File: src/rtl/core/ddp_pkg.sv
`timescale 1ns / 1ps

package ddp_pkg;

    localparam logic [7:0] CHAR_SLASH = 8'h2F;
    localparam logic [7:0] CHAR_ZERO  = 8'h30;
    localparam logic [7:0] CHAR_NINE  = 8'h39;

    localparam logic [1:0] FIELD_DAY   = 2'd0;
    localparam logic [1:0] FIELD_MONTH = 2'd1;
    localparam logic [1:0] FIELD_YEAR  = 2'd2;

    localparam logic [1:0] STATUS_OK            = 2'd0;
    localparam logic [1:0] STATUS_FIRST_INVALID = 2'd1;
    localparam logic [1:0] STATUS_FINAL_INVALID = 2'd2;
    localparam logic [1:0] STATUS_OUT_OF_ORDER  = 2'd3;

    localparam int YEAR_W = 14;

    // One finished date as handed from the parser to the difference stage.
    typedef struct packed {
        logic              sel;
        logic              ok;
        logic              leap;
        logic [4:0]        day;
        logic [3:0]        month;
        logic [YEAR_W-1:0] year;
    } ddp_date_t;

    function automatic logic [4:0] month_length(input logic [3:0] month, input logic leap);
        logic [4:0] len;
        case (month)
            4'd2:    len = leap ? 5'd29 : 5'd28;
            4'd4:    len = 5'd30;
            4'd6:    len = 5'd30;
            4'd9:    len = 5'd30;
            4'd11:   len = 5'd30;
            default: len = 5'd31;
        endcase
        return len;
    endfunction

endpackage

File: src/rtl/core/ddp_channels.sv
`timescale 1ns / 1ps

interface ddp_char_if;
    logic       valid;
    logic       ready;
    logic [7:0] char_code;
    logic       date_select;
    logic       end_of_date;

    modport source (output valid, char_code, date_select, end_of_date, input ready);
    modport sink   (input valid, char_code, date_select, end_of_date, output ready);
endinterface

interface ddp_result_if;
    logic              valid;
    logic              ready;
    logic [1:0]        status;
    logic [13:0]       diff_years;
    logic [3:0]        diff_months;
    logic signed [5:0] diff_days;

    modport source (output valid, status, diff_years, diff_months, diff_days, input ready);
    modport sink   (input valid, status, diff_years, diff_months, diff_days, output ready);
endinterface

File: src/rtl/core/ddp_front.sv
`timescale 1ns / 1ps

module ddp_front
    import ddp_pkg::*;
(
    input  logic       clk,
    input  logic       rst_n,
    ddp_char_if.sink   chars,
    input  logic       queue_full,
    output logic       push,
    output ddp_date_t  push_date
);

    logic [1:0]        field_reg,  field_next;
    logic [2:0]        count_reg,  count_next;
    logic [6:0]        day_reg,    day_next;
    logic [6:0]        month_reg,  month_next;
    logic [YEAR_W-1:0] year_reg,   year_next;
    logic [4:0]        rem25_reg,  rem25_next;
    logic              ok_reg,     ok_next;

    logic              accept;
    logic              is_digit;
    logic [3:0]        digit;
    logic [2:0]        limit;
    logic [YEAR_W-1:0] year_full;
    logic              leap;
    logic              date_ok;

    // Remainder by 25 of a value below 250, via a reciprocal multiply.
    function automatic logic [4:0] mod25(input logic [7:0] v);
        logic [13:0] prod;
        logic [3:0]  q;
        logic [7:0]  r;
        prod = 14'(v) * 14'd41;
        q    = prod[13:10];
        r    = v - 8'(q * 5'd25);
        return r[4:0];
    endfunction

    assign chars.ready = !queue_full;
    assign accept      = chars.valid && !queue_full;
    assign is_digit    = (chars.char_code >= CHAR_ZERO) && (chars.char_code <= CHAR_NINE);
    assign digit       = 4'(chars.char_code - CHAR_ZERO);
    assign limit       = (field_reg == FIELD_YEAR) ? 3'd4 : 3'd2;

    always_comb
    begin
        field_next = field_reg;
        count_next = count_reg;
        day_next   = day_reg;
        month_next = month_reg;
        year_next  = year_reg;
        rem25_next = rem25_reg;
        ok_next    = ok_reg;
        if (chars.char_code == CHAR_SLASH) begin
            if (field_reg != FIELD_YEAR) begin
                if (count_reg == 3'd0) begin
                    ok_next = 1'b0;
                end
                field_next = field_reg + 2'd1;
                count_next = 3'd0;
            end else begin
                ok_next = 1'b0;
            end
        end else if (is_digit) begin
            if (count_reg < limit) begin
                case (field_reg)
                    FIELD_DAY:   day_next = 7'({day_reg, 3'b0} + {day_reg, 1'b0} + 7'(digit));
                    FIELD_MONTH: month_next = 7'({month_reg, 3'b0} + {month_reg, 1'b0}
                                                 + 7'(digit));
                    default:
                    begin
                        year_next  = YEAR_W'({year_reg, 3'b0} + {year_reg, 1'b0}
                                             + YEAR_W'(digit));
                        rem25_next = mod25(8'({rem25_reg, 3'b0} + {rem25_reg, 1'b0})
                                           + 8'(digit));
                    end
                endcase
                count_next = count_reg + 3'd1;
            end else begin
                ok_next = 1'b0;
            end
        end else begin
            ok_next = 1'b0;
        end
    end

    // A two-digit year lies in this century; 2000 is a multiple of 16 and 25,
    // so the running remainder by 25 still holds for the full year.
    assign year_full = (count_next == 3'd2) ? year_next + YEAR_W'(2000) : year_next;
    assign leap = ((year_full[3:0] == 4'd0) && (rem25_next == 5'd0))
               || ((year_full[1:0] == 2'd0) && (rem25_next != 5'd0));

    always_comb
    begin
        date_ok = ok_next && (field_next == FIELD_YEAR)
               && ((count_next == 3'd2) || (count_next == 3'd4));
        if ((month_next < 7'd1) || (month_next > 7'd12)) begin
            date_ok = 1'b0;
        end else if ((day_next < 7'd1)
                  || (day_next > 7'(month_length(month_next[3:0], leap)))) begin
            date_ok = 1'b0;
        end
    end

    assign push           = accept && chars.end_of_date;
    assign push_date.sel   = chars.date_select;
    assign push_date.ok    = date_ok;
    assign push_date.leap  = leap;
    assign push_date.day   = day_next[4:0];
    assign push_date.month = month_next[3:0];
    assign push_date.year  = year_full;

    always_ff @(posedge clk or negedge rst_n)
    begin
        if (!rst_n) begin
            field_reg <= FIELD_DAY;
            count_reg <= 3'd0;
            day_reg   <= 7'd0;
            month_reg <= 7'd0;
            year_reg  <= '0;
            rem25_reg <= 5'd0;
            ok_reg    <= 1'b1;
        end else if (accept) begin
            if (chars.end_of_date) begin
                field_reg <= FIELD_DAY;
                count_reg <= 3'd0;
                day_reg   <= 7'd0;
                month_reg <= 7'd0;
                year_reg  <= '0;
                rem25_reg <= 5'd0;
                ok_reg    <= 1'b1;
            end else begin
                field_reg <= field_next;
                count_reg <= count_next;
                day_reg   <= day_next;
                month_reg <= month_next;
                year_reg  <= year_next;
                rem25_reg <= rem25_next;
                ok_reg    <= ok_next;
            end
        end
    end

endmodule

File: src/rtl/core/ddp_queue.sv
`timescale 1ns / 1ps

module ddp_queue
    import ddp_pkg::*;
#(
    parameter int DEPTH = 2
)
(
    input  logic      clk,
    input  logic      rst_n,
    input  logic      push,
    input  ddp_date_t push_date,
    output logic      full,
    input  logic      pop,
    output logic      head_valid,
    output ddp_date_t head_date
);

    localparam int PTR_W = $clog2(DEPTH);
    localparam int CNT_W = $clog2(DEPTH + 1);

    ddp_date_t          entry_reg [DEPTH];
    logic [PTR_W-1:0]   wr_ptr_reg;
    logic [PTR_W-1:0]   rd_ptr_reg;
    logic [CNT_W-1:0]   count_reg;
    logic               do_push;
    logic               do_pop;

    assign full       = (count_reg == CNT_W'(DEPTH));
    assign head_valid = (count_reg != '0);
    assign head_date  = entry_reg[rd_ptr_reg];
    assign do_push    = push && !full;
    assign do_pop     = pop && head_valid;

    always_ff @(posedge clk)
    begin
        if (do_push) begin
            entry_reg[wr_ptr_reg] <= push_date;
        end
    end

    always_ff @(posedge clk or negedge rst_n)
    begin
        if (!rst_n) begin
            wr_ptr_reg <= '0;
            rd_ptr_reg <= '0;
            count_reg  <= '0;
        end else begin
            if (do_push) begin
                wr_ptr_reg <= (wr_ptr_reg == PTR_W'(DEPTH - 1)) ? '0 : wr_ptr_reg + 1'b1;
            end
            if (do_pop) begin
                rd_ptr_reg <= (rd_ptr_reg == PTR_W'(DEPTH - 1)) ? '0 : rd_ptr_reg + 1'b1;
            end
            if (do_push && !do_pop) begin
                count_reg <= count_reg + 1'b1;
            end else if (do_pop && !do_push) begin
                count_reg <= count_reg - 1'b1;
            end
        end
    end

endmodule

File: src/rtl/core/ddp_back.sv
`timescale 1ns / 1ps

module ddp_back
    import ddp_pkg::*;
(
    input  logic        clk,
    input  logic        rst_n,
    input  logic        head_valid,
    input  ddp_date_t   head_date,
    output logic        pop,
    ddp_result_if.source results
);

    logic              first_ok_reg;
    logic [4:0]        first_day_reg;
    logic [3:0]        first_month_reg;
    logic [YEAR_W-1:0] first_year_reg;

    logic              out_valid_reg;
    logic [1:0]        status_reg,  status_next;
    logic [13:0]       years_reg,   years_next;
    logic [3:0]        months_reg,  months_next;
    logic [5:0]        days_reg,    days_next;

    logic              out_free;
    logic              later;
    logic [3:0]        prev_month;
    logic signed [6:0] days_raw;
    logic signed [6:0] days_adj;
    logic signed [4:0] months_raw;
    logic signed [4:0] months_adj;
    logic [YEAR_W-1:0] years_raw;

    assign out_free = !out_valid_reg || results.ready;
    // An initial date only updates the latched copy, so it never waits on the output.
    assign pop      = head_valid && (!head_date.sel || out_free);

    assign later = (first_year_reg > head_date.year)
                || ((first_year_reg == head_date.year) && (first_month_reg > head_date.month))
                || ((first_year_reg == head_date.year) && (first_month_reg == head_date.month)
                    && (first_day_reg > head_date.day));

    assign prev_month = (head_date.month == 4'd1) ? 4'd12 : head_date.month - 4'd1;
    assign days_raw   = signed'(7'(head_date.day)) - signed'(7'(first_day_reg));
    assign months_raw = signed'(5'(head_date.month)) - signed'(5'(first_month_reg));
    assign years_raw  = head_date.year - first_year_reg;

    always_comb
    begin
        days_adj   = days_raw;
        months_adj = months_raw;
        years_next = years_raw;
        if (days_raw < 0) begin
            days_adj   = days_raw + signed'(7'(month_length(prev_month, head_date.leap)));
            months_adj = months_raw - 5'sd1;
        end
        if (months_adj < 0) begin
            months_adj = months_adj + 5'sd12;
            years_next = years_raw - 14'd1;
        end
        months_next = months_adj[3:0];
        days_next   = days_adj[5:0];
        if (!first_ok_reg) begin
            status_next = STATUS_FIRST_INVALID;
        end else if (!head_date.ok) begin
            status_next = STATUS_FINAL_INVALID;
        end else if (later) begin
            status_next = STATUS_OUT_OF_ORDER;
        end else begin
            status_next = STATUS_OK;
        end
        if (status_next != STATUS_OK) begin
            years_next  = '0;
            months_next = '0;
            days_next   = '0;
        end
    end

    always_ff @(posedge clk or negedge rst_n)
    begin
        if (!rst_n) begin
            first_ok_reg    <= 1'b0;
            first_day_reg   <= '0;
            first_month_reg <= '0;
            first_year_reg  <= '0;
            out_valid_reg   <= 1'b0;
        end else begin
            if (pop && !head_date.sel) begin
                first_ok_reg    <= head_date.ok;
                first_day_reg   <= head_date.day;
                first_month_reg <= head_date.month;
                first_year_reg  <= head_date.year;
            end
            if (pop && head_date.sel) begin
                out_valid_reg <= 1'b1;
            end else if (results.ready) begin
                out_valid_reg <= 1'b0;
            end
        end
    end

    always_ff @(posedge clk)
    begin
        if (pop && head_date.sel) begin
            status_reg <= status_next;
            years_reg  <= years_next;
            months_reg <= months_next;
            days_reg   <= days_next;
        end
    end

    assign results.valid       = out_valid_reg;
    assign results.status      = status_reg;
    assign results.diff_years  = years_reg;
    assign results.diff_months = months_reg;
    assign results.diff_days   = signed'(days_reg);

endmodule

File: src/rtl/core/date_difference_parser_unit.sv
`timescale 1ns / 1ps
// Date validation and difference unit.
// The chars channel carries one ASCII character per transfer, dates written
// d/m/y, with date_select telling initial (0) from final (1) and end_of_date
// marking the last character. The results channel carries one result per final
// date: a status and, when the status is ok, the difference in years, months
// and days. An initial date produces no result; it is latched and kept for all
// following final dates until the next initial date ends.
// Throughput is one character per cycle while the date queue is not full.
// A final date is parsed and validated into the date queue as its last
// character transfers; the difference stage loads the result register once
// the date is at the head of the queue and the output can take it.
// The date queue holds FIFO_DEPTH finished dates. When the receiver stalls, the
// result register holds its value and the queue fills; chars.ready drops only
// when the queue is full.
// Reset clears the parser, empties the queue and the result register, and
// marks the latched initial date invalid.
module date_difference_parser_unit
    import ddp_pkg::*;
#(
    parameter int FIFO_DEPTH = 2
)
(
    input  logic         clk,
    input  logic         rst_n,
    ddp_char_if.sink     chars,
    ddp_result_if.source results
);

    logic      push;
    logic      pop;
    logic      queue_full;
    logic      head_valid;
    ddp_date_t push_date;
    ddp_date_t head_date;

    ddp_front u_front (
        .clk        (clk),
        .rst_n      (rst_n),
        .chars      (chars),
        .queue_full (queue_full),
        .push       (push),
        .push_date  (push_date)
    );

    ddp_queue #(
        .DEPTH (FIFO_DEPTH)
    ) u_queue (
        .clk        (clk),
        .rst_n      (rst_n),
        .push       (push),
        .push_date  (push_date),
        .full       (queue_full),
        .pop        (pop),
        .head_valid (head_valid),
        .head_date  (head_date)
    );

    ddp_back u_back (
        .clk        (clk),
        .rst_n      (rst_n),
        .head_valid (head_valid),
        .head_date  (head_date),
        .pop        (pop),
        .results    (results)
    );

endmodule

File: src/flat_wrapper.sv
// flat-port wrapper written by rule: the top's interface ports become plain ports
module date_difference_parser_unit_flat import ddp_pkg::*;
#(
    parameter int FIFO_DEPTH = 2
)
  (clk, rst_n, chars_valid, chars_char_code, chars_date_select, chars_end_of_date, chars_ready, results_valid, results_status, results_diff_years, results_diff_months, results_diff_days, results_ready);
  ddp_char_if chars_i ();
  ddp_result_if results_i ();
  input  logic clk;
  input  logic rst_n;
  input wire logic [$bits(chars_i.valid)-1:0] chars_valid;
  input wire logic [$bits(chars_i.char_code)-1:0] chars_char_code;
  input wire logic [$bits(chars_i.date_select)-1:0] chars_date_select;
  input wire logic [$bits(chars_i.end_of_date)-1:0] chars_end_of_date;
  output wire logic [$bits(chars_i.ready)-1:0] chars_ready;
  output wire logic [$bits(results_i.valid)-1:0] results_valid;
  output wire logic [$bits(results_i.status)-1:0] results_status;
  output wire logic [$bits(results_i.diff_years)-1:0] results_diff_years;
  output wire logic [$bits(results_i.diff_months)-1:0] results_diff_months;
  output wire logic [$bits(results_i.diff_days)-1:0] results_diff_days;
  input wire logic [$bits(results_i.ready)-1:0] results_ready;
  assign chars_i.valid = chars_valid;
  assign chars_i.char_code = chars_char_code;
  assign chars_i.date_select = chars_date_select;
  assign chars_i.end_of_date = chars_end_of_date;
  assign chars_ready = chars_i.ready;
  assign results_valid = results_i.valid;
  assign results_status = results_i.status;
  assign results_diff_years = results_i.diff_years;
  assign results_diff_months = results_i.diff_months;
  assign results_diff_days = results_i.diff_days;
  assign results_i.ready = results_ready;
  date_difference_parser_unit #(.FIFO_DEPTH(FIFO_DEPTH)) u_core (.clk(clk), .rst_n(rst_n), .chars(chars_i), .results(results_i));
endmodule
File: config.mk
export PLATFORM = sky130hd
export DESIGN_NAME = date_difference_parser_unit_flat
export DESIGN_NICKNAME = d
export VERILOG_FILES = /design/src/rtl/core/ddp_pkg.sv /design/src/rtl/core/ddp_channels.sv /design/src/rtl/core/ddp_front.sv /design/src/rtl/core/ddp_queue.sv /design/src/rtl/core/ddp_back.sv /design/src/rtl/core/date_difference_parser_unit.sv /design/src/flat_wrapper.sv
export SDC_FILE = /design/constraint.sdc
export NUM_CORES = 1
export LEC_CHECK = 0
export ABC_CLOCK_PERIOD_IN_PS = 8080
export BUFFER_PORTS_ARGS = -buffer_cell sky130_fd_sc_hd__buf_2
export CORE_ASPECT_RATIO = 0.6
export CORE_MARGIN = 4
export CORE_UTILIZATION = 53
export CTS_CLUSTER_DIAMETER = 150
export DETAILED_ROUTE_END_ITERATION = 10
export PLACE_DENSITY = 0.73
export SETUP_SLACK_MARGIN = 0.4
export SYNTH_ARGS = -nofsm -noshare
export SYNTH_HDL_FRONTEND = slang
export SYNTH_SLANG_ARGS = --single-unit
File: constraint.sdc
create_clock -name clk -period 8.08 [get_ports clk]
set_input_delay 0.808 -clock clk [delete_from_list [all_inputs] [get_ports clk]]
set_output_delay 0.808 -clock clk [all_outputs]
set_load 0.01 [all_outputs]
# Yosys cells after proc, flatten, opt, wreduce, memory -nomap -nowiden
# Memories as Yosys holds them, arrays and structs flattened.
# Cells that the tools add are included.
totals:
  wordCells: 183
  out_inout_bits: 28
  mem_bits_rw: 52
  ff_bits: 94
  in_bits: 14
  memories: 1
op_classes:
  n_addsub: 25
  eq_ne: 21
  n_reduce_logical: 43
  order_cmp: 12
  mul: 2
  mux: 60
mem_list:
  columns: ["memory", "depth", "word_bits", "read_ports", "rd_ports_with_merged_regs", "wr", "line", "source"]
  rows:
  - ["u_core.u_queue.entry_reg", 2, 26, 1, 0, 1, "ddp_queue.sv:22", "ddp_date_t entry_reg [DEPTH];"]
op_table:
  columns: ["cell", "count"]
  rows:
  - ["$mux W14", 7]
  - ["$mux W7", 10]
  - ["$mux W5", 8]
  - ["$mux W3", 6]
  - ["$logic_and A1 B1 Y1", 17]
  - ["$eq A4 B3 Y1 const B", 4]
  - ["$eq A4 B4 Y1 const B", 4]
  - ["$mux W1", 16]
  - ["$mux W2", 8]
  - ["$add A14 B11 Y14 const B", 1]
  - ["$add A14 B14 Y14", 1]
  - ["$add A14 B4 Y14", 1]
  - ["$add A7 B4 Y7", 2]
  - ["$add A7 B7 Y7", 2]
  - ["$eq A14 B14 Y1", 1]
  - ["$gt A14 B14 Y1", 1]
  - ["$lt A7 B1 Y1 const B", 2]
  - ["$mul A8 B6 Y14 const B", 1]
  - ["$sub A14 B1 Y14 const B", 1]
  - ["$sub A14 B14 Y14", 1]
  - ["$add A8 B4 Y8", 1]
  - ["$add A8 B6 Y8", 1]
  - ["$eq A4 B2 Y1 const B", 2]
  - ["$eq A8 B6 Y1 const B", 1]
  - ["other kinds (41)", 64]

# Logic depth before layout (Yosys ltp)
# Gate-level depths: netlist (run 1).
logic_depth:
  ltp_word: 19
  depth_mapped: 38
  ltp_nobuf: 38

# Hierarchy
# Synthesis (run 1) repeated with hierarchy kept, for this count alone.
unflattened:
  cells_unflattened: 1020
  hier_area_um2: 10625.2
by_module_without_submodules:
  columns: ["module", "instances", "cells_per_inst", "area_per_inst_um2"]
  rows:
  - ["ddp_front", 1, 519, 4709.5]
  - ["ddp_back", 1, 401, 3738.6]
  - ["ddp_queue", 1, 100, 2177.1]

# Worst setup path before layout (run 1)
# Ideal clock, no wire load.
synth_timing:
  path_kind: "in2reg"
  from: "input chars_char_code[3]"
  to: "memory u_core.u_queue.entry_reg[0][24] in the netlist's numbering, data pin"
  setup_slack_ns: -0.268
  n_path_buf: 0
  t_required_ns: 7.946
  cell_stages: 36
  arrival_time_ns: 8.215
  path_cell_list: "inv_1 > fa_1 > inv_1 > ha_1 > a21o_1 > a21oi_1 > o21bai_1 > a21oi_1 > xnor2_1 > inv_1 > fa_1 > inv_1 > ha_1 > ha_1 > o21ai_0 > o21bai_1 > a21oi_1 > xnor2_1 > ha_1 > fa_1 > inv_1 > ha_1 > a21o_1 > a21oi_1 > xnor2_1 > and3_1 > o221ai_1 > o311a_1 > o31a_1 > o31a_1 > ha_1 > a21oi_1 > and4_1 > or4_1 > nor4_1 > o221a_2"
synth_rtl:
  columns: ["item", "line", "source"]
  rows:
  - ["from (decl)", "flat_wrapper.sv:12", "input wire logic [$bits(chars_i.char_code)-1:0] chars_char_code;"]
  - ["to (decl)", "ddp_queue.sv:22", null]

==> results of run 1 <==
[routing by layer]
metal | vias to the layer above | GRT usage | routed length [um]
li1 | 3723 | - | -
met1 | 3644 | 0.329 | 11600
met2 | 205 | 0.315 | 9390
met3 | 21 | 0.0551 | 1450
met4 | 0 | 0.0350 | 149
met5 | - | 0 | 0
[power by group through the flow]
stage          logic (mW)  clock network, mW  registers (mW)
2_1_floorplan        1.48                  0            1.11
3_3_place_gp         1.91                  0            1.08
3_5_place_dp         1.95                  0            1.08
4_1_cts              1.97              0.783            1.07
5_1_grt              2.23              0.820            1.08
6_report             1.98              0.773            1.06
[timing repair]
| item | 4_1_cts | 5_1_grt |
|---|---|---|
| endpoints found under the setup margin | 2 | 2 |
| setup buffers | 4 | 2 |
| resized for setup | 7 | 20 |
| pin swaps | 28 | 26 |
| gates cloned | 0 | 0 |
[through the flow]
step | cell area (um^2) | instances | power [mW] | TNS, ns | utilization
floorplan | 10300 | 995 | 2.59 | 0 | -
global placement | 10900 | 1280 | 2.99 | -0.254 | 0.592
detailed placement | 10900 | 1280 | 3.03 | -0.757 | 0.592
CTS | 11500 | 1316 | 3.82 | 0 | 0.626
global route | 11600 | 1318 | 4.13 | -0.0947 | 0.631
finish | 11600 | 1318 | 3.82 | 0 | 0.631
[area by class of cell]
cell class / instances / area, um^2
clock buffers: 20 / 468
clock inverters: 12 / 106
fillers: 1483 / 6800
inverters: 82 / 310
multi-input cells: 738 / 5900
flip-flops and latches: 146 / 4050
well taps: 240 / 300
repair buffers: 80 / 508
[layout by cell type (no fill, tap or decap), types with 10 or more instances in the layout]
master     synthesis  routed
a22o_1            10      10
o21a_1            14      14
xnor2_1           53      48
mux2i_1           26      26
nor2_1            63      61
a21oi_1           48      41
nand2_1           74      74
nor3_1            13      13
inv_1             82      75
clkbuf_16          0      18
a21o_1            14      14
o21ai_0           72      71
buf_2              2      40
mux2_2            21      21
xor2_1            27      27
nor2b_1           14      14
buf_4              0      38
dfrtp_1           67      65
fa_1              16      14
edfxtp_1          78      78
ha_1             118     111
nand3_1           13      13
[cell families (layout without fill, tap and decap cells)]
kind of cell,Yosys count,in the layout
AO/OA/AOI/OAI,223,223
XOR/XNOR,80,80
adder cells (fa/ha/maj),134,134
buffers and inverters,111,194
flip-flops,146,146
multiplexers,47,47
AND/OR/NAND/NOR,254,254
[final timing paths]
check	startpoint	end	slack, ns	depth (start not counted)
max reg2reg	u_core.u_front.rem25_reg[1]$_DFFE_PN0P_	u_core.u_queue.entry_reg[0][24]$_DFFE_PP_	0.22	34
min reg2reg	u_core.u_front.year_reg[13]$_DFFE_PN0P_	u_core.u_front.year_reg[13]$_DFFE_PN0P_	0.48	2
max in group asynchronous	rst_n	u_core.u_front.rem25_reg[0]$_DFFE_PN0P_	6.80	2
min in group asynchronous	rst_n	u_core.u_front.year_reg[11]$_DFFE_PN0P_	0.59	2
min	u_core.u_front.year_reg[13]$_DFFE_PN0P_	u_core.u_front.year_reg[13]$_DFFE_PN0P_	0.48	2
max	chars_char_code[2]	u_core.u_queue.entry_reg[0][24]$_DFFE_PP_	0.20	35
[worst max-delay path, delay by kind of cell]
family / cells / cell delay [ns]
adders and majority gates: 10 / 3.00
AOI/OAI and AO/OA: 12 / 2.05
buffers and inverters: 5 / 0.51
xor gates and xnor gates: 3 / 0.54
and+or+nand+nor: 5 / 1.28
==> impl_metrics.prom, run 1 <==
# TYPE chip_impl_metric gauge
chip_impl_info{name="status",value="completed"} 1
chip_impl_metric{name="vias_per_cell",unit=""} 5.76
chip_impl_metric{name="design.die.area",unit="mm^2"} 0.0216
chip_impl_info{name="postSynth.topFlopCell",value="edfxtp_1"} 1
chip_impl_metric{name="post_synth.cell_area_avg",unit="um^2"} 10.2
chip_impl_info{name="synth.cells.most_frequent",value="ha_1, inv_1, edfxtp_1"} 1
chip_impl_metric{name="ys_types",unit=""} 72
chip_impl_metric{name="postSynth.asyncResetShare",unit=""} 0.466
chip_impl_metric{name="max_cap_violations",unit=""} 0
chip_impl_metric{name="number_of_h_tree_branching_levels",unit=""} 4
chip_impl_info{name="crit_path_start_kind",value="input pin"} 1
chip_impl_metric{name="core.rowCount",unit=""} 38
chip_impl_info{name="tritoncts",value="built"} 1
chip_impl_info{name="netlist.top_cell.by_area",value="edfxtp_1"} 1
chip_impl_metric{name="globalRoute.totalOverflow",unit=""} 0
chip_impl_metric{name="switchingPower",unit="mW"} 1.56
chip_impl_metric{name="chipHeight",unit="um"} 115
chip_impl_metric{name="io_buffer_count",unit=""} 41
chip_impl_metric{name="cp_data_required_time",unit="ns"} 8.37
chip_impl_metric{name="grt_use_total",unit=""} 0.215
chip_impl_metric{name="die_w",unit="um"} 187
chip_impl_metric{name="routed_wirelength",unit="um"} 22600
chip_impl_metric{name="start_util",unit=""} 0.553
chip_impl_metric{name="cts-buffers-inserted",unit=""} 17
chip_impl_metric{name="clockBufferDepth",unit=""} 2
chip_impl_metric{name="largest_register_ffs",unit=""} 52
chip_impl_metric{name="synth_mux_area_frac",unit=""} 0.0487
chip_impl_metric{name="cts.sink_count",unit=""} 146
chip_impl_metric{name="route.detailed.wl_per_inst",unit="um"} 17.2
chip_impl_metric{name="layout_worst_path_cycle_share",unit=""} 0.975
chip_impl_metric{name="synth_fa_ha_area_frac",unit=""} 0.176
chip_impl_info{name="classification_of_the_worst_setup_path",value="in -> reg"} 1
chip_impl_info{name="critPathSlowestCell",value="or4_4"} 1
chip_impl_metric{name="layout_cell_share_with_drive_strength_beyond_1",unit=""} 0.171
chip_impl_metric{name="antenna_violations_before_repair",unit=""} 0
chip_impl_metric{name="worst_slack",unit="ns"} 0.204
chip_impl_metric{name="p_sw_frac",unit=""} 0.408
chip_impl_metric{name="yosysWarningCount",unit=""} 0
chip_impl_metric{name="setup_viol",unit=""} 0
chip_impl_metric{name="delay_of_the_slowest_cell_on_the_worst_path",unit="ns"} 0.54
chip_impl_info{name="grt_setup_unrepaired",value="true"} 1
chip_impl_metric{name="final.setup_skew",unit="ns"} 0.0138
chip_impl_metric{name="netlist_area",unit="mm^2"} 0.0102
chip_impl_metric{name="drt_iter0_drc",unit=""} 675
chip_impl_info{name="synthMostInstantiatedCell",value="ha_1"} 1
chip_impl_metric{name="synthDominantCellAreaShare",unit=""} 0.230
chip_impl_metric{name="grt_pass1_vias",unit=""} 7214
chip_impl_metric{name="yosysSeqAreaShare",unit=""} 0.397
chip_impl_metric{name="fin_worst_hold_slack",unit="ns"} 0.483
chip_impl_metric{name="worst_pin_slew",unit="ns"} 0.963
chip_impl_metric{name="io_pins",unit=""} 42
chip_impl_metric{name="net_total_in_the_final_layout",unit=""} 1213
chip_impl_info{name="main_combinational_cell_family_by_area_after_synthesis",value="adder cells"} 1
chip_impl_metric{name="postSynthNetCount",unit=""} 1143
chip_impl_metric{name="synthesis.instances",unit=""} 995
chip_impl_metric{name="clkTransAtPathRegs",unit="ns"} 0.06
chip_impl_metric{name="vias",unit=""} 7593
chip_impl_metric{name="place_worst_setup_slack",unit="ns"} -0.379
chip_impl_info{name="worst_setup_path_end_kind",value="flip-flop"} 1
chip_impl_metric{name="final-hold-violation-count",unit=""} 0
chip_impl_info{name="ctsRootBufferMaster",value="clkbuf_16"} 1
chip_impl_info{name="timing.hold.worst.class",value="reg -> reg"} 1
chip_impl_metric{name="synth_edf_count",unit=""} 78
chip_impl_info{name="ys_top_cells_by_area",value="edfxtp_1, dfrtp_1, ha_1"} 1
chip_impl_metric{name="largest_net_degree_at_the_start_of_global_routing",unit=""} 69
chip_impl_metric{name="share_of_the_synthesized_area_in_compound_gates_ao_oa_aoi_oai",unit=""} 0.142
chip_impl_metric{name="finalWorstPathRequiredPeriod",unit="ns"} 7.88
chip_impl_metric{name="combPwrFrac",unit=""} 0.519
chip_impl_metric{name="crit_arrival",unit="ns"} 8.17
chip_impl_metric{name="weighted_congestion_at_the_end_of_routability_driven_global_placement",unit=""} 0.870
chip_impl_metric{name="postRouteAntennaNets",unit=""} 0
chip_impl_metric{name="flops_latches_synth",unit=""} 146
chip_impl_metric{name="pwr_density_cell",unit="mW/mm^2"} 328
chip_impl_metric{name="detailed_placer_s_ending_hpwl",unit="um"} 16700
chip_impl_metric{name="share_seq_of_total_power",unit=""} 0.279
chip_impl_metric{name="internal-power",unit="mW"} 2.26
chip_impl_metric{name="clk-insertion-delay-late",unit="ns"} 0.43
chip_impl_metric{name="post_synth_simple_gate_area",unit=""} 0.126
chip_impl_metric{name="max_freq",unit="GHz"} 0.127
chip_impl_metric{name="post-route-drc-count",unit=""} 0
chip_impl_metric{name="relSlewSlack",unit=""} 0.358
chip_impl_metric{name="critical_path_peak_fanout",unit=""} 2
chip_impl_metric{name="worst_ir_drop_vdd",unit="mV"} 0.269
chip_impl_metric{name="share_clk_of_total_power",unit=""} 0.202
chip_impl_metric{name="synthXorXnorAreaFrac",unit=""} 0.0687
chip_impl_metric{name="antennaDiodeCount",unit=""} 0
chip_impl_metric{name="syn_to_final_growth",unit="%"} 14.2
chip_impl_metric{name="leakage",unit="nW"} 5.35
chip_impl_metric{name="postCtsHoldBufs",unit=""} 0
chip_impl_metric{name="drt_pre_antenna_iters",unit=""} 5
chip_impl_metric{name="design.core.area",unit="mm^2"} 0.0184
chip_impl_metric{name="finalMaxSlewViolations",unit=""} 0
chip_impl_metric{name="global_route_wire_length_before_repair",unit="um"} 37400
No activity file was read; power rests on OpenSTA's default activity.
==> run 2, diff against run 1 <==
--- a/config.mk
+++ b/config.mk
@@ -5,14 +5,16 @@
 export SDC_FILE = /design/constraint.sdc
 export NUM_CORES = 1
 export LEC_CHECK = 0
-export ABC_CLOCK_PERIOD_IN_PS = 8080
+export ABC_CLOCK_PERIOD_IN_PS = 7850
 export BUFFER_PORTS_ARGS = -buffer_cell sky130_fd_sc_hd__buf_2
 export CORE_ASPECT_RATIO = 0.6
 export CORE_MARGIN = 4
 export CORE_UTILIZATION = 53
 export CTS_CLUSTER_DIAMETER = 150
 export DETAILED_ROUTE_END_ITERATION = 10
-export PLACE_DENSITY = 0.73
+export GPL_ROUTABILITY_DRIVEN = 0
+export GPL_TIMING_DRIVEN = 0
+export PLACE_DENSITY = 0.7
 export SETUP_SLACK_MARGIN = 0.4
 export SYNTH_ARGS = -nofsm -noshare
 export SYNTH_HDL_FRONTEND = slang
==> constraint.sdc (replaced) <==
create_clock -name clk -period 7.85 [get_ports clk]
set_input_delay 0.785 -clock clk [delete_from_list [all_inputs] [get_ports clk]]
set_output_delay 0.785 -clock clk [all_outputs]
set_load 0.01 [all_outputs]
==> impl_metrics.prom, run 2 (synthesis results as in run 1) <==
# TYPE chip_impl_metric gauge
chip_impl_metric{name="pwr_density_cell",unit="mW/mm^2"} 349
chip_impl_metric{name="max_freq",unit="GHz"} 0.121
chip_impl_metric{name="vias",unit=""} 7819
chip_impl_metric{name="largest_net_degree_at_the_start_of_global_routing",unit=""} 39
chip_impl_metric{name="final-hold-violation-count",unit=""} 0
chip_impl_metric{name="globalRoute.totalOverflow",unit=""} 0
chip_impl_info{name="critPathSlowestCell",value="fa_2"} 1
chip_impl_metric{name="fin_worst_hold_slack",unit="ns"} 0.309
chip_impl_metric{name="crit_arrival",unit="ns"} 8.53
chip_impl_metric{name="critical_path_peak_fanout",unit=""} 3
chip_impl_metric{name="delay_of_the_slowest_cell_on_the_worst_path",unit="ns"} 0.60
chip_impl_metric{name="syn_to_final_growth",unit="%"} 15.5
chip_impl_metric{name="vias_per_cell",unit=""} 5.88
chip_impl_info{name="timing.rr.end",value="u_core.u_queue.entry_reg[0][24]$_DFFE_PP_"} 1
chip_impl_metric{name="antennaDiodeCount",unit=""} 0
chip_impl_metric{name="io_buffer_count",unit=""} 41
chip_impl_metric{name="number_of_h_tree_branching_levels",unit=""} 4
chip_impl_metric{name="chipHeight",unit="um"} 115
chip_impl_metric{name="place_worst_setup_slack",unit="ns"} -1.24
chip_impl_metric{name="die_w",unit="um"} 187
chip_impl_info{name="classification_of_the_worst_setup_path",value="in -> reg"} 1
chip_impl_metric{name="final.setup_skew",unit="ns"} 0.0121
chip_impl_metric{name="worst_pin_slew",unit="ns"} 1.26
chip_impl_metric{name="worst_ir_drop_vdd",unit="mV"} 0.273
chip_impl_info{name="highest_count_cells_in_the_layout_ignoring_fill_and_taps",value="ha_1, edfxtp_1, inv_1"} 1
chip_impl_metric{name="start_util",unit=""} 0.553
chip_impl_info{name="tritoncts",value="built"} 1
chip_impl_metric{name="largest_register_ffs",unit=""} 52
chip_impl_metric{name="max_cap_violations",unit=""} 0
chip_impl_info{name="status",value="finished, violations left"} 1
chip_impl_metric{name="postCtsHoldBufs",unit=""} 0
chip_impl_metric{name="clockBufferDepth",unit=""} 2
chip_impl_metric{name="layout_worst_path_cycle_share",unit=""} 1.05
chip_impl_metric{name="cts.sink_count",unit=""} 146
chip_impl_metric{name="net_total_in_the_final_layout",unit=""} 1225
chip_impl_metric{name="r2r.worst_path.cells",unit=""} 30
chip_impl_info{name="timing.hold.worst.class",value="in -> async"} 1
chip_impl_metric{name="core.rowCount",unit=""} 38
chip_impl_metric{name="clkTransAtPathRegs",unit="ns"} 0.06
chip_impl_metric{name="finalWorstPathRequiredPeriod",unit="ns"} 8.25
chip_impl_metric{name="drt_iter0_drc",unit=""} 654
chip_impl_metric{name="postRouteAntennaNets",unit=""} 0
chip_impl_metric{name="finalMaxSlewViolations",unit=""} 0
chip_impl_metric{name="leakage",unit="nW"} 5.35
chip_impl_metric{name="layout_cell_share_with_drive_strength_beyond_1",unit=""} 0.153
chip_impl_info{name="grt_setup_unrepaired",value="true"} 1
chip_impl_info{name="crit_family",value="adder cells"} 1
chip_impl_info{name="final_common_cell",value="ha_1"} 1
chip_impl_info{name="r2r_start",value="u_core.u_front.rem25_reg[0]$_DFFE_PN0P_"} 1
chip_impl_metric{name="worst-r2r-setup-slack",unit="ns"} -0.34
chip_impl_metric{name="grt_use_total",unit=""} 0.226
chip_impl_info{name="ctsRootBufferMaster",value="clkbuf_16"} 1
chip_impl_metric{name="design.die.area",unit="mm^2"} 0.0216
chip_impl_metric{name="cts-buffers-inserted",unit=""} 17
chip_impl_metric{name="clk-insertion-delay-late",unit="ns"} 0.43
chip_impl_metric{name="worst_slack",unit="ns"} -0.402
chip_impl_info{name="violated_checks",value="setup timing"} 1
chip_impl_metric{name="io_pins",unit=""} 42
chip_impl_metric{name="antenna_violations_before_repair",unit=""} 0
chip_impl_metric{name="detailed_placer_s_ending_hpwl",unit="um"} 17500
chip_impl_metric{name="relSlewSlack",unit=""} 0.160
chip_impl_metric{name="grt_pass1_vias",unit=""} 7506
chip_impl_metric{name="post-route-drc-count",unit=""} 0
chip_impl_metric{name="setup_viol",unit=""} 2
chip_impl_info{name="crit_path_start_kind",value="input pin"} 1
chip_impl_metric{name="routed_wirelength",unit="um"} 23900
chip_impl_metric{name="global_route_wire_length_before_repair",unit="um"} 39000
chip_impl_metric{name="route.detailed.wl_per_inst",unit="um"} 18.0
chip_impl_metric{name="design.core.area",unit="mm^2"} 0.0184
chip_impl_info{name="worst_setup_path_end_kind",value="flip-flop"} 1
chip_impl_metric{name="drt_pre_antenna_iters",unit=""} 6
chip_impl_metric{name="critical_path.n_buffers_inverters",unit=""} 5
chip_impl_metric{name="cp_data_required_time",unit="ns"} 8.13
==> run 2: cell count changes in the layout (fill, tap and decap cells not counted), sizes merged <==
cell / previous run / this run
buf: 80 / 66
clkinvlp: 1 / 4
bufinv: 1 / 4
clkbuf: 20 / 45
clkinv: 9 / 4
==> run 2: through the flow <==
stage	setup TNS, ns	instances	instance area [um^2]	util	power (mW)
finish	-0.805	1330	11800	0.638	4.11
global route	-1.26	1330	11800	0.638	4.40
global placement	-2.27	1276	10800	0.584	3.11
floorplan	-0.00161	995	10300	-	2.67
CTS	-0.670	1327	11700	0.634	4.09
detailed placement	-2.48	1279	10800	0.588	3.18
==> run 2: worst max path at each step <==
stage | from | end | slack, ns | depth (start not counted)
after floorplan | chars_char_code[2] | u_core.u_queue.entry_reg[0][24]$_DFFE_PP_ | -0.0008 | 34
final | chars_char_code[3] | u_core.u_queue.entry_reg[0][24]$_DFFE_PP_ | -0.40 | 31
after global routing | chars_char_code[3] | u_core.u_queue.entry_reg[0][24]$_DFFE_PP_ | -0.63 | 31
after CTS | chars_char_code[3] | u_core.u_queue.entry_reg[0][24]$_DFFE_PP_ | -0.33 | 38
after global placement | chars_char_code[3] | u_core.u_queue.entry_reg[1][24]$_DFFE_PP_ | -1.14 | 33
after detailed placement | chars_char_code[3] | u_core.u_queue.entry_reg[1][24]$_DFFE_PP_ | -1.24 | 32
==> run 2: area by class of cell <==
cell class	count	area (um^2)
timing repair buffer	63	438
multi-input combinational	738	5940
clock inverter	13	184
inverter	82	310
tap	240	300
fill	1485	6670
buffer	29	113
clock buffer	19	443
sequential	146	4050
==> run 2: report_power, final <==
part	switching [mW]	total (mW)	internal, mW
clock	0.329	0.869	0.540
combinational	1.30	2.14	0.846
sequential	0.0617	1.10	1.03
==> run 2: worst reg2reg max path, delay by kind of cell, from the launching register on <==
family | cells | cell delay, ns
fa+ha+maj | 10 | 3.71
compound gates | 8 | 1.80
xor+xnor | 4 | 0.72
flops | 1 | 0.40
buf+inv | 4 | 0.36
simple gates | 4 | 1.07
==> run 2: what timing repair did <==
action                                  4_1_cts  5_1_grt
gates resized for setup                      26        7
setup buffers                                16        3
pin swaps                                    39       25
endpoints found under the setup margin        2        2
==> run 2: per-layer routing <==
metal  up-vias  track usage  share of wire
met1      3835        0.350           0.51
met5         -            0              0
met3        16       0.0430          0.063
met2       221        0.331           0.42
met4         0       0.0512         0.0054
li1       3747            -              -
